<file path="src/rtl/core/sfs_pkg.sv">
// Shared constants, types and helpers for the serial frame synchronizer.
// Used by sfs_csr, sfs_ctrl, sfs_dpath and serial_frame_synchronizer.
package sfs_pkg;

   // Frame geometry
   localparam int FRAME_LEN = 14;
   localparam int PTR_W     = $clog2(FRAME_LEN);
   localparam int BYTE_W    = 8;
   localparam int POS_W     = 4;
   localparam int CNT_W     = 8;

   // Register file
   localparam int CSR_ADDR_W = 4;
   localparam int CSR_DATA_W = 32;
   localparam logic [1:0] REG_ENABLE    = 2'd0;
   localparam logic [1:0] REG_HEADER0   = 2'd1;
   localparam logic [1:0] REG_HEADER1   = 2'd2;
   localparam logic [1:0] REG_TRAILER   = 2'd3;

   localparam logic [BYTE_W-1:0] HEADER0_RST = 8'hFE;
   localparam logic [BYTE_W-1:0] HEADER1_RST = 8'h0A;
   localparam logic [BYTE_W-1:0] TRAILER_RST = 8'h55;

   // Ring read address select
   localparam logic [1:0] RD_START  = 2'd0;
   localparam logic [1:0] RD_SECOND = 2'd1;
   localparam logic [1:0] RD_LAST   = 2'd2;
   localparam logic [1:0] RD_INDEX  = 2'd3;

   // Compare reference select
   localparam logic [1:0] CHK_HEADER0 = 2'd0;
   localparam logic [1:0] CHK_HEADER1 = 2'd1;
   localparam logic [1:0] CHK_TRAILER = 2'd2;

   typedef struct packed {
      logic              enable;
      logic [BYTE_W-1:0] header_first;
      logic [BYTE_W-1:0] header_second;
      logic [BYTE_W-1:0] trailer_byte;
   } cfg_type;

   typedef struct packed {
      logic       wr_en;      // write received byte, advance write pointer
      logic       rd_en;      // launch a ring read
      logic [1:0] rd_sel;
      logic       match_clr;  // start a new frame check
      logic       chk_en;     // fold a compare into the match flag
      logic [1:0] chk_sel;
      logic       adv_start;  // slip the frame start by one byte
      logic       cnt_inc;    // count a validated frame
      logic       idx_clr;
      logic       out_load;   // load output register, advance byte index
   } cmd_type;

   typedef struct packed {
      logic frame_due;    // next write completes a candidate frame
      logic match_final;  // all three compares passed
      logic idx_last;     // byte index is at the final frame byte
      logic out_free;     // output register can take a byte this cycle
   } sts_type;

   // Pointer increment modulo the frame length
   function automatic logic [PTR_W-1:0] ptr_inc(input logic [PTR_W-1:0] p);
      logic [PTR_W-1:0] r;
      if (p == PTR_W'(FRAME_LEN - 1)) r = '0;
      else r = p + PTR_W'(1);
      return r;
   endfunction

   // base + off modulo the frame length; both operands are below FRAME_LEN
   function automatic logic [PTR_W-1:0] ring_addr(input logic [PTR_W-1:0] base,
                                                  input logic [PTR_W-1:0] off);
      logic [PTR_W:0] s;
      s = {1'b0, base} + {1'b0, off};
      if (s >= (PTR_W+1)'(FRAME_LEN)) s = s - (PTR_W+1)'(FRAME_LEN);
      return s[PTR_W-1:0];
   endfunction

endpackage

</file>
<file path="src/rtl/core/sfs_csr.sv">
// Configuration registers of the frame synchronizer behind an APB-style port.
// Depends on sfs_pkg for register codes, reset values and cfg_type.
module sfs_csr
   import sfs_pkg::*;
(
   input  logic                  clock,
   input  logic                  reset,
   input  logic                  csr_psel,
   input  logic                  csr_penable,
   input  logic                  csr_pwrite,
   input  logic [CSR_ADDR_W-1:0] csr_paddr,
   input  logic [CSR_DATA_W-1:0] csr_pwdata,
   output logic [CSR_DATA_W-1:0] csr_prdata,
   output logic                  csr_pready,
   output cfg_type               cfg
);

   cfg_type    cfg_ff, cfg_in;
   logic [1:0] reg_idx;
   logic       wr_fire;

   assign csr_pready = 1'b1;
   assign reg_idx    = csr_paddr[3:2];
   assign wr_fire    = csr_psel & csr_penable & csr_pwrite;

   // register write decode
   always_comb begin
      cfg_in = cfg_ff;
      if (wr_fire) begin
         case (reg_idx)
            REG_ENABLE:  cfg_in.enable        = csr_pwdata[0];
            REG_HEADER0: cfg_in.header_first  = csr_pwdata[BYTE_W-1:0];
            REG_HEADER1: cfg_in.header_second = csr_pwdata[BYTE_W-1:0];
            REG_TRAILER: cfg_in.trailer_byte  = csr_pwdata[BYTE_W-1:0];
            default:     cfg_in = cfg_ff;
         endcase
      end
   end

   always_ff @(posedge clock) begin
      if (reset) begin
         cfg_ff.enable        <= 1'b0;
         cfg_ff.header_first  <= HEADER0_RST;
         cfg_ff.header_second <= HEADER1_RST;
         cfg_ff.trailer_byte  <= TRAILER_RST;
      end else begin
         cfg_ff <= cfg_in;
      end
   end

   // read mux
   always_comb begin
      case (reg_idx)
         REG_ENABLE:  csr_prdata = CSR_DATA_W'(cfg_ff.enable);
         REG_HEADER0: csr_prdata = CSR_DATA_W'(cfg_ff.header_first);
         REG_HEADER1: csr_prdata = CSR_DATA_W'(cfg_ff.header_second);
         REG_TRAILER: csr_prdata = CSR_DATA_W'(cfg_ff.trailer_byte);
         default:     csr_prdata = '0;
      endcase
   end

   assign cfg = cfg_ff;

endmodule

</file>
<file path="src/rtl/core/sfs_ctrl.sv">
// Sequencer of the frame synchronizer: byte intake, frame check, emission.
// Depends on sfs_pkg for cmd_type, sts_type and select codes.
module sfs_ctrl
   import sfs_pkg::*;
(
   input  logic    clock,
   input  logic    reset,
   input  logic    req_valid,
   input  logic    enable,
   input  sts_type sts,
   output logic    req_stall,
   output cmd_type cmd
);

   localparam logic [2:0] ST_IDLE      = 3'd0;
   localparam logic [2:0] ST_RD_HDR0   = 3'd1;
   localparam logic [2:0] ST_CK_HDR0   = 3'd2;
   localparam logic [2:0] ST_CK_HDR1   = 3'd3;
   localparam logic [2:0] ST_CK_TRAIL  = 3'd4;
   localparam logic [2:0] ST_EMIT_RD   = 3'd5;
   localparam logic [2:0] ST_EMIT_WAIT = 3'd6;

   logic [2:0] state_ff, state_in;
   logic       req_xfer;

   assign req_stall = (state_ff != ST_IDLE);
   assign req_xfer  = req_valid & ~req_stall;

   // next state and datapath commands
   always_comb begin
      state_in = state_ff;
      cmd      = '0;
      case (state_ff)
         ST_IDLE: begin
            if (req_xfer && enable) begin
               cmd.wr_en = 1'b1;
               if (sts.frame_due) state_in = ST_RD_HDR0;
            end
         end
         ST_RD_HDR0: begin
            cmd.rd_en     = 1'b1;
            cmd.rd_sel    = RD_START;
            cmd.match_clr = 1'b1;
            state_in      = ST_CK_HDR0;
         end
         ST_CK_HDR0: begin
            cmd.chk_en  = 1'b1;
            cmd.chk_sel = CHK_HEADER0;
            cmd.rd_en   = 1'b1;
            cmd.rd_sel  = RD_SECOND;
            state_in    = ST_CK_HDR1;
         end
         ST_CK_HDR1: begin
            cmd.chk_en  = 1'b1;
            cmd.chk_sel = CHK_HEADER1;
            cmd.rd_en   = 1'b1;
            cmd.rd_sel  = RD_LAST;
            state_in    = ST_CK_TRAIL;
         end
         ST_CK_TRAIL: begin
            cmd.chk_sel = CHK_TRAILER;
            if (sts.match_final) begin
               cmd.cnt_inc = 1'b1;
               cmd.idx_clr = 1'b1;
               state_in    = ST_EMIT_RD;
            end else begin
               cmd.adv_start = 1'b1;
               state_in      = ST_IDLE;
            end
         end
         ST_EMIT_RD: begin
            cmd.rd_en  = 1'b1;
            cmd.rd_sel = RD_INDEX;
            state_in   = ST_EMIT_WAIT;
         end
         ST_EMIT_WAIT: begin
            if (sts.out_free) begin
               cmd.out_load = 1'b1;
               state_in     = sts.idx_last ? ST_IDLE : ST_EMIT_RD;
            end
         end
         default: state_in = ST_IDLE;
      endcase
   end

   always_ff @(posedge clock) begin
      if (reset) state_ff <= ST_IDLE;
      else state_ff <= state_in;
   end

endmodule

</file>
<file path="src/rtl/core/sfs_dpath.sv">
// Datapath of the frame synchronizer: byte ring, pointers, compare, counter,
// and output register. Depends on sfs_pkg for types and ring helpers.
module sfs_dpath
   import sfs_pkg::*;
(
   input  logic              clock,
   input  logic              reset,
   input  logic [BYTE_W-1:0] req_rx_byte,
   input  cfg_type           cfg,
   input  cmd_type           cmd,
   output sts_type           sts,
   input  logic              rsp_stall,
   output logic              rsp_valid,
   output logic [BYTE_W-1:0] rsp_frame_byte,
   output logic [POS_W-1:0]  rsp_byte_position,
   output logic              rsp_last_of_frame,
   output logic [CNT_W-1:0]  rsp_frames_seen
);

   logic [BYTE_W-1:0] ring_mem [FRAME_LEN];
   logic [BYTE_W-1:0] rd_data_ff;
   logic [PTR_W-1:0]  wr_ptr_ff, wr_ptr_in;
   logic [PTR_W-1:0]  start_ptr_ff, start_ptr_in;
   logic [PTR_W-1:0]  idx_ff, idx_in;
   logic [CNT_W-1:0]  frame_cnt_ff, frame_cnt_in;
   logic              match_ff, match_in;
   logic              rsp_valid_ff, rsp_valid_in;
   logic [BYTE_W-1:0] out_byte_ff;
   logic [POS_W-1:0]  out_pos_ff;
   logic              out_last_ff;
   logic [CNT_W-1:0]  out_cnt_ff;
   logic [PTR_W-1:0]  rd_off;
   logic [PTR_W-1:0]  rd_addr;
   logic [BYTE_W-1:0] chk_ref;
   logic              chk_eq;
   logic              idx_last;

   // ring read address: frame start plus selected offset
   always_comb begin
      case (cmd.rd_sel)
         RD_START:  rd_off = '0;
         RD_SECOND: rd_off = PTR_W'(1);
         RD_LAST:   rd_off = PTR_W'(FRAME_LEN - 1);
         RD_INDEX:  rd_off = idx_ff;
         default:   rd_off = '0;
      endcase
   end
   assign rd_addr = ring_addr(start_ptr_ff, rd_off);

   // ring memory, one write and one registered read port
   always_ff @(posedge clock) begin
      if (cmd.wr_en) ring_mem[wr_ptr_ff] <= req_rx_byte;
      if (cmd.rd_en) rd_data_ff <= ring_mem[rd_addr];
   end

   // compare of the read byte against the selected pattern
   always_comb begin
      case (cmd.chk_sel)
         CHK_HEADER0: chk_ref = cfg.header_first;
         CHK_HEADER1: chk_ref = cfg.header_second;
         CHK_TRAILER: chk_ref = cfg.trailer_byte;
         default:     chk_ref = cfg.trailer_byte;
      endcase
   end
   assign chk_eq   = (rd_data_ff == chk_ref);
   assign idx_last = (idx_ff == PTR_W'(FRAME_LEN - 1));

   // pointer, counter, match flag and output register updates
   always_comb begin
      wr_ptr_in    = cmd.wr_en ? ptr_inc(wr_ptr_ff) : wr_ptr_ff;
      start_ptr_in = cmd.adv_start ? ptr_inc(start_ptr_ff) : start_ptr_ff;
      frame_cnt_in = cmd.cnt_inc ? frame_cnt_ff + CNT_W'(1) : frame_cnt_ff;
      match_in     = match_ff;
      if (cmd.match_clr) match_in = 1'b1;
      else if (cmd.chk_en) match_in = match_ff & chk_eq;
      idx_in = idx_ff;
      if (cmd.idx_clr) idx_in = '0;
      else if (cmd.out_load) idx_in = idx_last ? '0 : idx_ff + PTR_W'(1);
      rsp_valid_in = rsp_valid_ff & rsp_stall;
      if (cmd.out_load) rsp_valid_in = 1'b1;
   end

   always_ff @(posedge clock) begin
      if (reset) begin
         wr_ptr_ff    <= '0;
         start_ptr_ff <= '0;
         frame_cnt_ff <= '0;
         match_ff     <= 1'b0;
         idx_ff       <= '0;
         rsp_valid_ff <= 1'b0;
      end else begin
         wr_ptr_ff    <= wr_ptr_in;
         start_ptr_ff <= start_ptr_in;
         frame_cnt_ff <= frame_cnt_in;
         match_ff     <= match_in;
         idx_ff       <= idx_in;
         rsp_valid_ff <= rsp_valid_in;
      end
   end

   // output payload
   always_ff @(posedge clock) begin
      if (cmd.out_load) begin
         out_byte_ff <= rd_data_ff;
         out_pos_ff  <= POS_W'(idx_ff);
         out_last_ff <= idx_last;
         out_cnt_ff  <= frame_cnt_ff;
      end
   end

   // status to the sequencer
   assign sts.frame_due   = (ptr_inc(wr_ptr_ff) == start_ptr_ff);
   assign sts.match_final = match_ff & chk_eq;
   assign sts.idx_last    = idx_last;
   assign sts.out_free    = ~rsp_valid_ff | ~rsp_stall;

   assign rsp_valid         = rsp_valid_ff;
   assign rsp_frame_byte    = out_byte_ff;
   assign rsp_byte_position = out_pos_ff;
   assign rsp_last_of_frame = out_last_ff;
   assign rsp_frames_seen   = out_cnt_ff;

endmodule

</file>
<file path="src/rtl/core/serial_frame_synchronizer.sv">
// Serial frame synchronizer top level: registers, sequencer and datapath.
// Depends on sfs_pkg, sfs_csr, sfs_ctrl and sfs_dpath.
//
// Usage: received bytes enter on the req_ channel (req_valid, req_stall,
// req_rx_byte). Once framing is enabled through the csr_ port, each byte goes
// into a 14-byte ring. When the ring holds a full candidate frame, the first
// two bytes are checked against the header registers and the last against the
// trailer register. A validated frame leaves on the rsp_ channel as 14
// transfers in order, each with its position, a last flag on the final byte
// and the wrapping frame count. A failed check slips the frame start by one
// byte and gives no output.
// Stalls: a byte that completes no candidate frame leaves req_stall low. A check
// raises req_stall for three reads of the single ring read port (ST_RD_HDR0,
// ST_CK_HDR0, ST_CK_HDR1) plus the trailer compare in ST_CK_TRAIL. A match then
// emits the frame through the same read port while the input stays stalled.
// Reset clears pointers, counter, sequencer and output valid; registers return
// to their defaults with framing off. While rsp_stall is high a valid output
// byte is held in the output register and emission waits; req_stall stays high until the
// last byte of the frame has been loaded into the output register.
module serial_frame_synchronizer
   import sfs_pkg::*;
(
   input  logic                  clock,
   input  logic                  reset,
   input  logic                  req_valid,
   output logic                  req_stall,
   input  logic [BYTE_W-1:0]     req_rx_byte,
   output logic                  rsp_valid,
   input  logic                  rsp_stall,
   output logic [BYTE_W-1:0]     rsp_frame_byte,
   output logic [POS_W-1:0]      rsp_byte_position,
   output logic                  rsp_last_of_frame,
   output logic [CNT_W-1:0]      rsp_frames_seen,
   input  logic                  csr_psel,
   input  logic                  csr_penable,
   input  logic                  csr_pwrite,
   input  logic [CSR_ADDR_W-1:0] csr_paddr,
   input  logic [CSR_DATA_W-1:0] csr_pwdata,
   output logic [CSR_DATA_W-1:0] csr_prdata,
   output logic                  csr_pready
);

   cfg_type cfg;
   cmd_type cmd;
   sts_type sts;

   sfs_csr u_csr (
      .clock       (clock),
      .reset       (reset),
      .csr_psel    (csr_psel),
      .csr_penable (csr_penable),
      .csr_pwrite  (csr_pwrite),
      .csr_paddr   (csr_paddr),
      .csr_pwdata  (csr_pwdata),
      .csr_prdata  (csr_prdata),
      .csr_pready  (csr_pready),
      .cfg         (cfg)
   );

   sfs_ctrl u_ctrl (
      .clock     (clock),
      .reset     (reset),
      .req_valid (req_valid),
      .enable    (cfg.enable),
      .sts       (sts),
      .req_stall (req_stall),
      .cmd       (cmd)
   );

   sfs_dpath u_dpath (
      .clock             (clock),
      .reset             (reset),
      .req_rx_byte       (req_rx_byte),
      .cfg               (cfg),
      .cmd               (cmd),
      .sts               (sts),
      .rsp_stall         (rsp_stall),
      .rsp_valid         (rsp_valid),
      .rsp_frame_byte    (rsp_frame_byte),
      .rsp_byte_position (rsp_byte_position),
      .rsp_last_of_frame (rsp_last_of_frame),
      .rsp_frames_seen   (rsp_frames_seen)
   );

endmodule

</file>
<file path="config.mk">
export PLATFORM = sky130hd
export DESIGN_NAME = serial_frame_synchronizer
export DESIGN_NICKNAME = d
export VERILOG_FILES = /design/src/rtl/core/sfs_pkg.sv /design/src/rtl/core/sfs_csr.sv /design/src/rtl/core/sfs_ctrl.sv /design/src/rtl/core/sfs_dpath.sv /design/src/rtl/core/serial_frame_synchronizer.sv
export SDC_FILE = /design/constraint.sdc
export NUM_CORES = 1
export LEC_CHECK = 0
export BUFFER_PORTS_ARGS = -buffer_cell sky130_fd_sc_hd__buf_2
export CAP_MARGIN = 40
export CORE_UTILIZATION = 50
export DETAILED_ROUTE_END_ITERATION = 8
export HOLD_SLACK_MARGIN = 0.02
export PLACE_DENSITY = 0.73
export SYNTH_ARGS = -nofsm -noshare
export SYNTH_HDL_FRONTEND = slang
export SYNTH_SLANG_ARGS = --single-unit
</file>
<file path="constraint.sdc">
create_clock -name clock -period 4.17 [get_ports clock]
set_input_delay 0.834 -clock clock [delete_from_list [all_inputs] [get_ports clock]]
set_output_delay 0.834 -clock clock [all_outputs]
set_load 0.02 [all_outputs]
</file>
==> results.py, run 1 <==
metrics = {
    "finish": {
        "utilization_pct": 58.2,
        "areaGrowthSynthToFinish_pct": 12.4,
        "layout-drive-gt1-share_pct": 17.7,
        "nets": 957,
        "diodes": 0,
    },
    "clock_tree": {
        "clk_pin_slew_ns": 0.07,
        "cts-buffers-inserted": 17,
        "cts-hold-fix-buffers": 0,
        "clock-sinks": 191,
        "htreeDepth": 4,
        "cts_setup_buffers": 0,
        "clock_path_buffers": 2,
        "cts_resized": 0,
        "clock_latency_ns": 0.44,
        "cts_tree": "built",
        "root_buffer": "clkbuf_16",
    },
    "sta": {
        "clock_skew_ns": 0.0102,
        "tns_ns": 0,
        "fin_ws_ns": 0.176,
        "fmax_mhz": 250,
        "worst_pin_slew_ns": 0.906,
        "finalHoldViolCount": 0,
        "rsz0062_at_grt": "no",
        "finalSetupViolCount": 0,
        "min_period_ns": 3.99,
        "slew_headroom_pct": 39.4,
        "finalMaxSlewViolations": 0,
        "fin_crit_sh_pct": 95.8,
    },
    "setup_path": {
        "worstPathRequired_ns": 4.33,
        "start_kind": "register",
        "r2r_slack_ns": 0.18,
        "cp-end-kind": "register",
        "crit_fanout": 22,
        "cp.arrival_ns": 4.16,
        "path_class": "reg2reg",
    },
    "route": {
        "drt_iter0_drc": 619,
        "drt-total-wl_um": 22400,
        "routed_via_density": 6.01,
        "ant_nets": 0,
        "vias": 6850,
        "first_pass_iters": 5,
        "route.detailed.drc": 0,
        "drt-wirelength-per-cell_um": 19.7,
    },
    "synth": {
        "async_flop_share_pct": 0,
        "syn_area_per_cell_um2": 11.2,
        "ys_ff_latch": 191,
        "synth.yosys.seq_area_share_pct": 55.4,
        "yosysWarnings": 0,
        "synth_ff_type": "edfxtp_1",
        "synth_common_cells": "141 x edfxtp_1, 88 x nor2_1, 75 x nand2_1, 50 x dfxtp_1, 49 x mux2i_1",
        "synth.area.top_cells": "edfxtp_1 45%, dfxtp_1 11%, mux2i_1 5.2%, nor2_1 3.5%, nand2_1 3.0%",
        "yosys.area.top_type": "edfxtp_1",
        "synth-edff-count": 141,
        "synthCells": 844,
        "netlist.area_leader.share_pct": 44.8,
        "yosysMostFrequentCell": "edfxtp_1",
        "syn_area_um2": 9450,
        "yosysUniqueCellTypes": 73,
    },
    "pwr": {
        "internal_power_mw": 3.01,
        "ir_worst_vdd_mv": 0.296,
        "power_density_nw_per_um2": 359,
        "combPwrFrac_pct": 2.8,
        "power_switching_mw": 0.799,
        "power_frac_clock_pct": 43.8,
        "p_leak_nw": 3.99,
        "power.share.sequential_pct": 53.4,
        "switching_share_pct": 21.0,
    },
    "grt": {
        "grt_overflow": 0,
        "grt_usage_pct": 23.6,
        "antenna_found_initial": 1,
        "grt_pass1_wl_um": 34900,
        "grt_max_degree": 46,
        "grt_pass1_vias": 6412,
    },
    "die": {
        "core_area_um2": 18300,
        "rows": 49,
        "start_util_pct": 51.7,
        "io_pins": 107,
        "dieArea_um2": 19500,
        "die_h_um": 139,
        "dieWidth_um": 139,
    },
    "status": {
        "outcome": "finished clean",
    },
    "placed_design": {
        "hpwlAfterDp_um": 14600,
        "gp_congestion": 0.849,
        "io_buffers": 55,
        "dp_slack_ns": 0.212,
    },
    "job": {
        "cap_violations": 0,
    },
    "hold_path": {
        "min_path_type": "reg2reg",
    },
}
==> cell families (layout without fill, tap and decap cells) <==
family          count (synthesis)  count (layout)  share of synthesized area [%]
buf+inv                        98             142                           5.06
compound gates                144             144                           11.4
simple gates                  323             323                           17.3
flops                         191             191                           55.4
fa+ha+maj                       7               7                           1.01
xor+xnor                        7               7                          0.649
other cells                     2              25                         0.0794
mux                            72              72                           9.12
==> layer usage <==
| layer | GRT usage [%] | wire [um] |
|---|---|---|
| met1 | 30.5 | 9560 |
| met2 | 39.5 | 11000 |
| met3 | 4.16 | 1200 |
| met4 | 9.24 | 575 |
| met5 | 0 | 14 |
==> path summary, 6_finish.rpt <==
check,from,to,depth (start not counted)
max,u_ctrl.state_ff[2]$_SDFFE_PP0P_,u_dpath.rd_data_ff[2]$_DFFE_PN_,13
min,u_dpath.frame_cnt_ff[5]$_SDFFE_PP0P_,u_dpath.rsp_frames_seen[5]$_DFFE_PP_,0
max reg2reg,u_ctrl.state_ff[2]$_SDFFE_PP0P_,u_dpath.rd_data_ff[2]$_DFFE_PN_,13
min reg2reg,u_dpath.frame_cnt_ff[5]$_SDFFE_PP0P_,u_dpath.rsp_frames_seen[5]$_DFFE_PP_,0
==> power by group through the flow <==
stage | Sequential (mW) | Combinational (mW) | Clock (mW)
after floorplan | 2.08 | 0.0807 | 0
after global placement | 2.08 | 0.104 | 0
after detailed placement | 2.08 | 0.106 | 0
after CTS | 2.04 | 0.106 | 1.69
after global routing | 2.04 | 0.114 | 1.77
final | 2.04 | 0.106 | 1.67
==> stage by stage <==
stage	instances	hold WS, ns	area, um2	power, mW
6_report	1140	0.458	10600	3.81
2_1_floorplan	867	0.417	9570	2.16
3_5_place_dp	1109	0.440	10000	2.18
4_1_cts	1140	0.458	10600	3.84
5_1_grt	1140	0.467	10600	3.92
3_3_place_gp	1106	0.434	10000	2.18
==> area by class of cell <==
| type | count | area, um2 |
|---|---|---|
| Clock buffer | 17 | 425 |
| Sequential cell | 191 | 5240 |
| Clock inverter | 14 | 178 |
| Fill cell | 1496 | 7640 |
| Multi-Input combinational cell | 578 | 3850 |
| Tap cell | 229 | 287 |
| Inverter | 24 | 90.1 |
| Timing Repair Buffer | 87 | 566 |
==> registers in the layout, indices dropped and copies added (netlist names) <==
signal,cells
u_dpath.ring_mem,112
u_csr.cfg,25
u_dpath.frame_cnt_ff,8
u_dpath.rd_data_ff,8
u_dpath.rsp_frame_byte,8
u_dpath.rsp_frames_seen,8
u_dpath.idx_ff,4
u_dpath.rsp_byte_position,4
u_dpath.start_ptr_ff,4
u_dpath.wr_ptr_ff,4
u_ctrl.state_ff,3
u_dpath.match_ff,1
u_dpath.rsp_last_of_frame,1
u_dpath.rsp_valid,1
==> cell usage in the layout (no fill, tap or decap), types with 4 or more instances in the layout <==
| cell | netlist | routed |
|---|---|---|
| o21a_1 | 6 | 6 |
| edfxtp_1 | 141 | 141 |
| a2111o_1 | 6 | 6 |
| mux2i_1 | 49 | 49 |
| buf_2 | 4 | 55 |
| nand2_1 | 75 | 75 |
| nor2b_1 | 22 | 22 |
| clkbuf_16 | 0 | 17 |
| nand4_1 | 10 | 10 |
| conb_1 | 2 | 25 |
| nand3_1 | 31 | 31 |
| and4_1 | 5 | 5 |
| o221ai_1 | 15 | 15 |
| nand2b_1 | 6 | 6 |
| inv_1 | 22 | 22 |
| a31oi_1 | 14 | 12 |
| mux2_2 | 13 | 13 |
| mux4_2 | 10 | 10 |
| buf_4 | 26 | 28 |
| nor3b_1 | 10 | 10 |
| o21ai_0 | 19 | 19 |
| inv_6 | 0 | 4 |
| dfxtp_1 | 50 | 50 |
| o32ai_1 | 4 | 4 |
| or3_1 | 21 | 21 |
| ha_1 | 6 | 6 |
| a32oi_1 | 7 | 7 |
| xnor2_1 | 5 | 5 |
| a41o_1 | 6 | 6 |
| buf_12 | 0 | 4 |
| or2_2 | 6 | 6 |
| and3_1 | 7 | 7 |
| a22o_1 | 7 | 7 |
| a31o_2 | 4 | 4 |
| nor2_1 | 88 | 87 |
| a21oi_1 | 22 | 22 |
| nor3_1 | 21 | 21 |
| and2_1 | 4 | 4 |
==> critical path, stage by stage (launching register included) <==
cell      delay (ns)
dfxtp_1         0.33
nor2b_1         0.15
a31o_2          0.24
ha_1            0.23
fa_1            0.41
xor2_1          0.24
ha_1            0.24
inv_1           0.10
o31ai_2         0.33
buf_12          0.22
mux4_2          0.31
or2_2           0.28
a41o_1          0.27
a2111o_1        0.35
Power figures use the tool's default switching activity.
==> run 2, diff against run 1 <==
--- a/config.mk
+++ b/config.mk
@@ -5,8 +5,10 @@
 export SDC_FILE = /design/constraint.sdc
 export NUM_CORES = 1
 export LEC_CHECK = 0
+export ABC_AREA = 1
 export BUFFER_PORTS_ARGS = -buffer_cell sky130_fd_sc_hd__buf_2
 export CAP_MARGIN = 40
+export CORE_ASPECT_RATIO = 1.1
 export CORE_UTILIZATION = 50
 export DETAILED_ROUTE_END_ITERATION = 8
 export HOLD_SLACK_MARGIN = 0.02
==> results.py, run 2 <==
metrics = {
    "sta": {
        "clock_skew_ns": 0.00938,
        "fin_crit_sh_pct": 92.1,
        "slew_headroom_pct": 44.4,
        "finalMaxSlewViolations": 0,
        "finalHoldViolCount": 0,
        "tns_ns": 0,
        "worst_pin_slew_ns": 0.831,
        "whs_ns": 0.491,
        "finalSetupViolCount": 0,
        "rsz0062_at_grt": "no",
        "fmax_mhz": 260,
        "min_period_ns": 3.84,
    },
    "job": {
        "cap_violations": 0,
    },
    "finish": {
        "diodes": 0,
        "layout_commonest_cell": "nand2_1",
        "areaGrowthSynthToFinish_pct": 11.3,
        "layout-drive-gt1-share_pct": 13.4,
        "final_area_um2": 9720,
        "largest_reg_flops": 112,
        "utilization_pct": 56.9,
        "final_cell_mix": "190 x nand2_1, 141 x edfxtp_1, 92 x nand3_1, 62 x nor2_1, 59 x inv_1",
        "top_register": "u_dpath.ring_mem",
        "nets": 953,
        "nFillCells": 1464,
    },
    "setup_path": {
        "path_class": "reg2reg",
        "worstRegToRegCells": 15,
        "cp_common_cell": "nand3_1",
        "path_cells": "nor2_1 > nand2_1 > o21ai_0 > ha_4 > fa_1 > xnor2_2 > inv_1 > ha_1 > o21ai_2 > nand3_1 > nand2_2 > nand2_1 > nand3_1 > nand3_1 > and2_1",
        "crit_buf_inv": 1,
        "crit_family": "simple AND/OR/NAND/NOR gates",
        "crit_fanout": 24,
        "cp.depth": 15,
        "slowest_delay_ns": 0.60,
        "cp.arrival_ns": 4.03,
        "worstPathRequired_ns": 4.36,
        "start_kind": "register",
        "crit_slowest_cell": "dfxtp_1",
        "cp-end-kind": "register",
    },
    "clock_tree": {
        "cts_tree": "built",
        "cts-buffers-inserted": 17,
        "clock_latency_ns": 0.44,
        "root_buffer": "clkbuf_16",
        "clock-sinks": 191,
        "clk_pin_slew_ns": 0.07,
        "cts_resized": 0,
        "clock_path_buffers": 2,
        "cts_setup_buffers": 0,
        "cts-hold-fix-buffers": 0,
        "htreeDepth": 4,
    },
    "route": {
        "ant_nets": 0,
        "drt-total-wl_um": 17100,
        "vias": 5948,
        "drt_iter0_drc": 404,
        "routed_via_density": 5.21,
        "route.detailed.drc": 0,
        "drt-wirelength-per-cell_um": 15.0,
        "first_pass_iters": 5,
    },
    "pwr": {
        "power_density_nw_per_um2": 397,
        "power_frac_clock_pct": 40.1,
        "ir_worst_vdd_mv": 0.396,
        "power_switching_mw": 0.892,
        "switching_share_pct": 23.1,
        "internal_power_mw": 2.96,
        "power.share.sequential_pct": 53.8,
        "combPwrFrac_pct": 6.1,
        "p_leak_nw": 3.77,
        "p_total_mw": 3.85,
    },
    "placed_design": {
        "io_buffers": 55,
        "dpl_cell_area_um2": 9160,
        "hpwlAfterDp_um": 11800,
        "gp_congestion": 0.868,
    },
    "die": {
        "dieWidth_um": 128,
        "core_area_um2": 17100,
        "rows": 50,
        "dieArea_um2": 18000,
        "io_pins": 107,
        "start_util_pct": 51.1,
        "die_h_um": 141,
    },
    "synth": {
        "netlist.area_leader.share_pct": 48.5,
        "synth.area.top_cells": "edfxtp_1 49%, dfxtp_1 11%, nand2_1 8.2%, mux2i_1 5.5%, nand3_1 5.3%",
        "synth_common_cells": "190 x nand2_1, 141 x edfxtp_1, 92 x nand3_1, 63 x nor2_1, 59 x inv_1",
        "yosysUniqueCellTypes": 41,
        "synth_ff_type": "edfxtp_1",
        "yosysMostFrequentCell": "nand2_1",
        "synth.yosys.seq_area_share_pct": 60.0,
        "syn_area_per_cell_um2": 10.4,
        "ys_ff_latch": 191,
        "synthCells": 838,
        "synth-edff-count": 141,
        "syn_area_um2": 8730,
        "yosysWarnings": 0,
        "async_flop_share_pct": 0,
        "yosys.area.top_type": "edfxtp_1",
    },
    "hold_path": {
        "hold_depth": 0,
        "min_path_type": "reg2reg",
    },
    "grt": {
        "grt_usage_pct": 20.4,
        "grt_overflow": 0,
        "grt_max_degree": 53,
        "grt_pass1_wl_um": 27800,
        "antenna_found_initial": 0,
        "grt_pass1_vias": 5625,
    },
    "status": {
        "outcome": "finished clean",
    },
}
==> run 2: changes by cell type in the layout (fill, tap and decap cells not counted), moves of 13 or more <==
| cell | previous run | this run |
|---|---|---|
| inv_1 | 22 | 59 |
| or3_1 | 21 | 0 |
| nor2_1 | 87 | 62 |
| buf_4 | 28 | 8 |
| o221ai_1 | 15 | 0 |
| mux2_2 | 13 | 0 |
| nor3_1 | 21 | 5 |
| nand2_1 | 75 | 190 |
| o211ai_1 | 2 | 17 |
| nand3_1 | 31 | 92 |
| nor2b_1 | 22 | 0 |
==> run 2: final timing paths <==
| kind | start | to | slack [ns] |
|---|---|---|---|
| setup / recovery | u_ctrl.state_ff[1]$_SDFFE_PP0P_ | u_dpath.rd_data_ff[6]$_DFFE_PN_ | 0.33 |
| hold reg to reg | u_dpath.idx_ff[2]$_SDFFE_PP0P_ | u_dpath.rsp_byte_position[2]$_DFFE_PP_ | 0.49 |
| setup reg to reg | u_ctrl.state_ff[1]$_SDFFE_PP0P_ | u_dpath.rd_data_ff[6]$_DFFE_PN_ | 0.33 |
| hold / removal | u_dpath.idx_ff[2]$_SDFFE_PP0P_ | u_dpath.rsp_byte_position[2]$_DFFE_PP_ | 0.49 |
==> run 2: cell families (layout without fill, tap and decap cells) <==
logic type / count (synthesis) / in the layout / synth area share [%]
flops: 191 / 191 / 60.0
other cells: 2 / 25 / 0.0860
fa+ha+maj: 7 / 7 / 1.09
simple gates: 390 / 390 / 19.8
compound gates: 72 / 72 / 4.90
xor+xnor: 13 / 13 / 1.69
mux: 48 / 48 / 5.50
buf+inv: 115 / 162 / 6.95
==> run 2: metal layers <==
| layer | vias up | track usage (%) | routed length, um |
|---|---|---|---|
| met2 | 165 | 35.2 | 8560 |
| li1 | 2945 | - | - |
| met4 | 0 | 7.68 | 293 |
| met1 | 2811 | 24.9 | 7420 |
| met5 | - | 0 | 0 |
| met3 | 27 | 4.44 | 854 |
==> run 2: area by class of cell <==
cell class	count	area [um2]	area share (%)
clock buffer	17	425	4.38
clock inverter	15	134	1.38
inverter	65	249	2.56
multi-input combinational	555	2990	30.8
sequential	191	5240	53.9
tap	234	293	3.01
timing repair buffer	65	390	4.02
==> run 2: worst reg2reg max path: cells and delay by family (launching register included) <==
kind,cells,cell delay [ns]
XOR/XNOR,1,0.27
flip-flops,1,0.60
buffers and inverters,1,0.08
AO/OA/AOI/OAI,2,0.37
AND/OR/NAND/NOR,8,1.43
adder cells (fa/ha/maj),3,0.84
==> run 2: power groups by stage <==
stage	sequential [mW]	clock (mW)	combinational, mW
floorplan	2.10	0	0.184
global placement	2.11	0	0.223
detailed placement	2.11	0	0.234
CTS	2.07	1.56	0.235
global route	2.07	1.63	0.260
finish	2.07	1.54	0.235
==> run 2: per-stage QoR <==
| step | worst slack, ns | cells |
|---|---|---|
| 6_report | 0.330 | 1142 |
| 2_1_floorplan | 1.08 | 861 |
| 3_5_place_dp | 0.402 | 1110 |
| 3_3_place_gp | 0.472 | 1108 |
| 4_1_cts | 0.336 | 1142 |
| 5_1_grt | 0.0781 | 1142 |
==> run 3, diff against run 2 <==
--- a/config.mk
+++ b/config.mk
@@ -15,4 +15,5 @@
 export PLACE_DENSITY = 0.73
 export SYNTH_ARGS = -nofsm -noshare
 export SYNTH_HDL_FRONTEND = slang
+export SYNTH_HIERARCHICAL = 1
 export SYNTH_SLANG_ARGS = --single-unit
==> results.py, run 3 <==
metrics = {
    "pwr": {
        "p_leak_nw": 3.81,
        "ir_worst_vdd_mv": 0.297,
        "internal_power_mw": 3.02,
        "combPwrFrac_pct": 6.6,
        "switching_share_pct": 22.3,
        "power_frac_clock_pct": 40.2,
        "power.share.sequential_pct": 53.2,
        "power_density_nw_per_um2": 398,
        "power_switching_mw": 0.866,
    },
    "route": {
        "first_pass_iters": 5,
        "drt-total-wl_um": 18100,
        "drt_iter0_drc": 363,
        "route.detailed.drc": 0,
        "ant_nets": 0,
        "drt-wirelength-per-cell_um": 15.3,
        "vias": 6193,
        "routed_via_density": 5.24,
    },
    "setup_path": {
        "cp_common_cell": "nand2_1",
        "start_kind": "register",
        "crit_buf_inv": 5,
        "crit_family": "simple AND/OR/NAND/NOR gates",
        "cp.arrival_ns": 3.92,
        "path_class": "reg2reg",
        "slowest_delay_ns": 0.56,
        "worstPathRequired_ns": 4.35,
        "crit_slowest_cell": "dfxtp_1",
        "r2r_slack_ns": 0.43,
        "crit_fanout": 25,
        "cp-end-kind": "register",
        "path_cells": "inv_1 > nand2_1 > nand2_2 > inv_1 > inv_1 > o21ai_0 > o21ai_0 > ha_2 > fa_1 > nand2_2 > nand2_1 > inv_1 > ha_1 > inv_1 > nand2_1 > nand3_2 > nand2_4 > nand2_4 > nand2_2 > nand2_1 > nand3_1 > nand2_1 > nand2_1 > nand2_1",
    },
    "clock_tree": {
        "root_buffer": "clkbuf_16",
        "cts-hold-fix-buffers": 0,
        "clock_path_buffers": 2,
        "cts_tree": "built",
        "htreeDepth": 4,
        "cts-buffers-inserted": 17,
        "clock_latency_ns": 0.43,
        "clock-sinks": 191,
        "cts_setup_buffers": 0,
        "cts_resized": 0,
        "clk_pin_slew_ns": 0.07,
    },
    "job": {
        "cap_violations": 0,
    },
    "grt": {
        "grt_pass1_wl_um": 28200,
        "antenna_found_initial": 0,
        "grt_usage_pct": 20.7,
        "grt_pass1_vias": 5641,
        "grt_overflow": 0,
        "grt_max_degree": 56,
    },
    "sta": {
        "fmax_mhz": 267,
        "rsz0062_at_grt": "no",
        "tns_ns": 0,
        "finalSetupViolCount": 0,
        "fin_crit_sh_pct": 89.8,
        "whs_ns": 0.435,
        "min_period_ns": 3.74,
        "clock_skew_ns": 0.00833,
        "finalHoldViolCount": 0,
        "finalMaxSlewViolations": 0,
        "worst_pin_slew_ns": 0.777,
        "slew_headroom_pct": 48.0,
    },
    "synth": {
        "synth.area.top_cells": "edfxtp_1 48%, dfxtp_1 11%, nand2_1 9.2%, nand3_1 6.8%, mux2i_1 5.4%",
        "synth_ff_type": "edfxtp_1",
        "yosysWarnings": 6,
        "synth_common_cells": "217 x nand2_1, 141 x edfxtp_1, 120 x nand3_1, 72 x nor2_1, 63 x inv_1",
        "yosysUniqueCellTypes": 40,
        "yosysMostFrequentCell": "nand2_1",
        "synthCells": 879,
        "netlist.area_leader.share_pct": 48.0,
        "synth.yosys.seq_area_share_pct": 59.3,
        "synth-edff-count": 141,
        "syn_area_per_cell_um2": 10.0,
        "syn_area_um2": 8830,
        "async_flop_share_pct": 0,
        "yosys.area.top_type": "edfxtp_1",
        "ys_ff_latch": 191,
    },
    "finish": {
        "layout_commonest_cell": "nand2_1",
        "nFillCells": 1507,
        "layout-drive-gt1-share_pct": 14.3,
        "regArea_um2": 5240,
        "multi_input_area_um2": 3050,
        "diodes": 0,
        "areaGrowthSynthToFinish_pct": 10.7,
        "largest_reg_flops": 112,
        "nets": 993,
        "final_cell_mix": "216 x nand2_1, 141 x edfxtp_1, 119 x nand3_1, 71 x nor2_1, 63 x inv_1",
        "top_register": "u_dpath/ring_mem",
    },
    "die": {
        "die_h_um": 141,
        "rows": 50,
        "start_util_pct": 51.5,
        "dieArea_um2": 18200,
        "dieWidth_um": 129,
        "io_pins": 107,
        "core_area_um2": 17100,
    },
    "placed_design": {
        "hpwlAfterDp_um": 12200,
        "io_buffers": 55,
        "gp_congestion": 0.842,
    },
    "status": {
        "outcome": "finished clean",
    },
    "hold_path": {
        "min_path_type": "reg2reg",
    },
}
-- run 3: area by class of cell --
class / instances / share of cell area, %
multi-input cells: 590 / 31.2
clock buffers: 19 / 4.43
inverters: 70 / 2.69
clock inverters: 12 / 1.38
flip-flops and latches: 191 / 53.6
well taps: 234 / 3.00
repair buffers: 65 / 3.76
-- run 3: logic make-up after synthesis --
group	synth area share, %
simple gates	22.5
other cells	0.0851
compound gates	3.33
buf+inv	7.30
xor+xnor	1.01
flops	59.3
mux	5.44
fa+ha+maj	1.08
-- run 3: worst reg2reg max path, delay by kind of cell (launching register included) --
kind                       cells  cell delay (ns)
buffers and inverters          5             0.38
AOI/OAI and AO/OA              2             0.24
DFF                            1             0.56
and+or+nand+nor               14             1.51
adders and majority gates      3             0.82
-- run 3: final timing paths --
kind | startpoint | end | cells past startpoint
setup / recovery | u_ctrl/state_ff[2]$_SDFFE_PP0P_ | u_dpath/rd_data_ff[6]$_DFFE_PP_ | 24
hold reg to reg | u_dpath/frame_cnt_ff[7]$_SDFFE_PP0P_ | u_dpath/rsp_frames_seen[7]$_DFFE_PP_ | 0
setup reg to reg | u_ctrl/state_ff[2]$_SDFFE_PP0P_ | u_dpath/rd_data_ff[6]$_DFFE_PP_ | 24
hold / removal | u_dpath/frame_cnt_ff[7]$_SDFFE_PP0P_ | u_dpath/rsp_frames_seen[7]$_DFFE_PP_ | 0
-- run 3: stage by stage --
step,utilization [%],instances,power (mW),instance area [um2],worst slack [ns]
finish,57.0,1181,3.89,9770,0.427
CTS,57.0,1181,3.92,9770,0.202
floorplan,-,902,2.30,8910,0.964
detailed placement,53.7,1150,2.37,9200,0.236
global placement,53.5,1148,2.36,9170,0.305
global route,57.0,1181,4.02,9770,0.000535
-- run 3: power by group through the flow --
| stage | sequential [mW] | combinational, mW | clock (mW) |
|---|---|---|---|
| floorplan | 2.11 | 0.196 | 0 |
| global placement | 2.11 | 0.246 | 0 |
| detailed placement | 2.11 | 0.256 | 0 |
| CTS | 2.07 | 0.257 | 1.60 |
| global route | 2.07 | 0.281 | 1.67 |
| finish | 2.07 | 0.257 | 1.56 |
-- run 3: layer usage --
metal  global-route usage (%)  wire length, um  up-vias  share of wire (%)
met5                        0                0        -                  0
met4                     8.79              514        0                2.8
met3                     3.81              976       33                5.4
met2                     35.6             9120      214                 50
met1                     25.4             7460     2918                 41
li1                         -                -     3028                  -
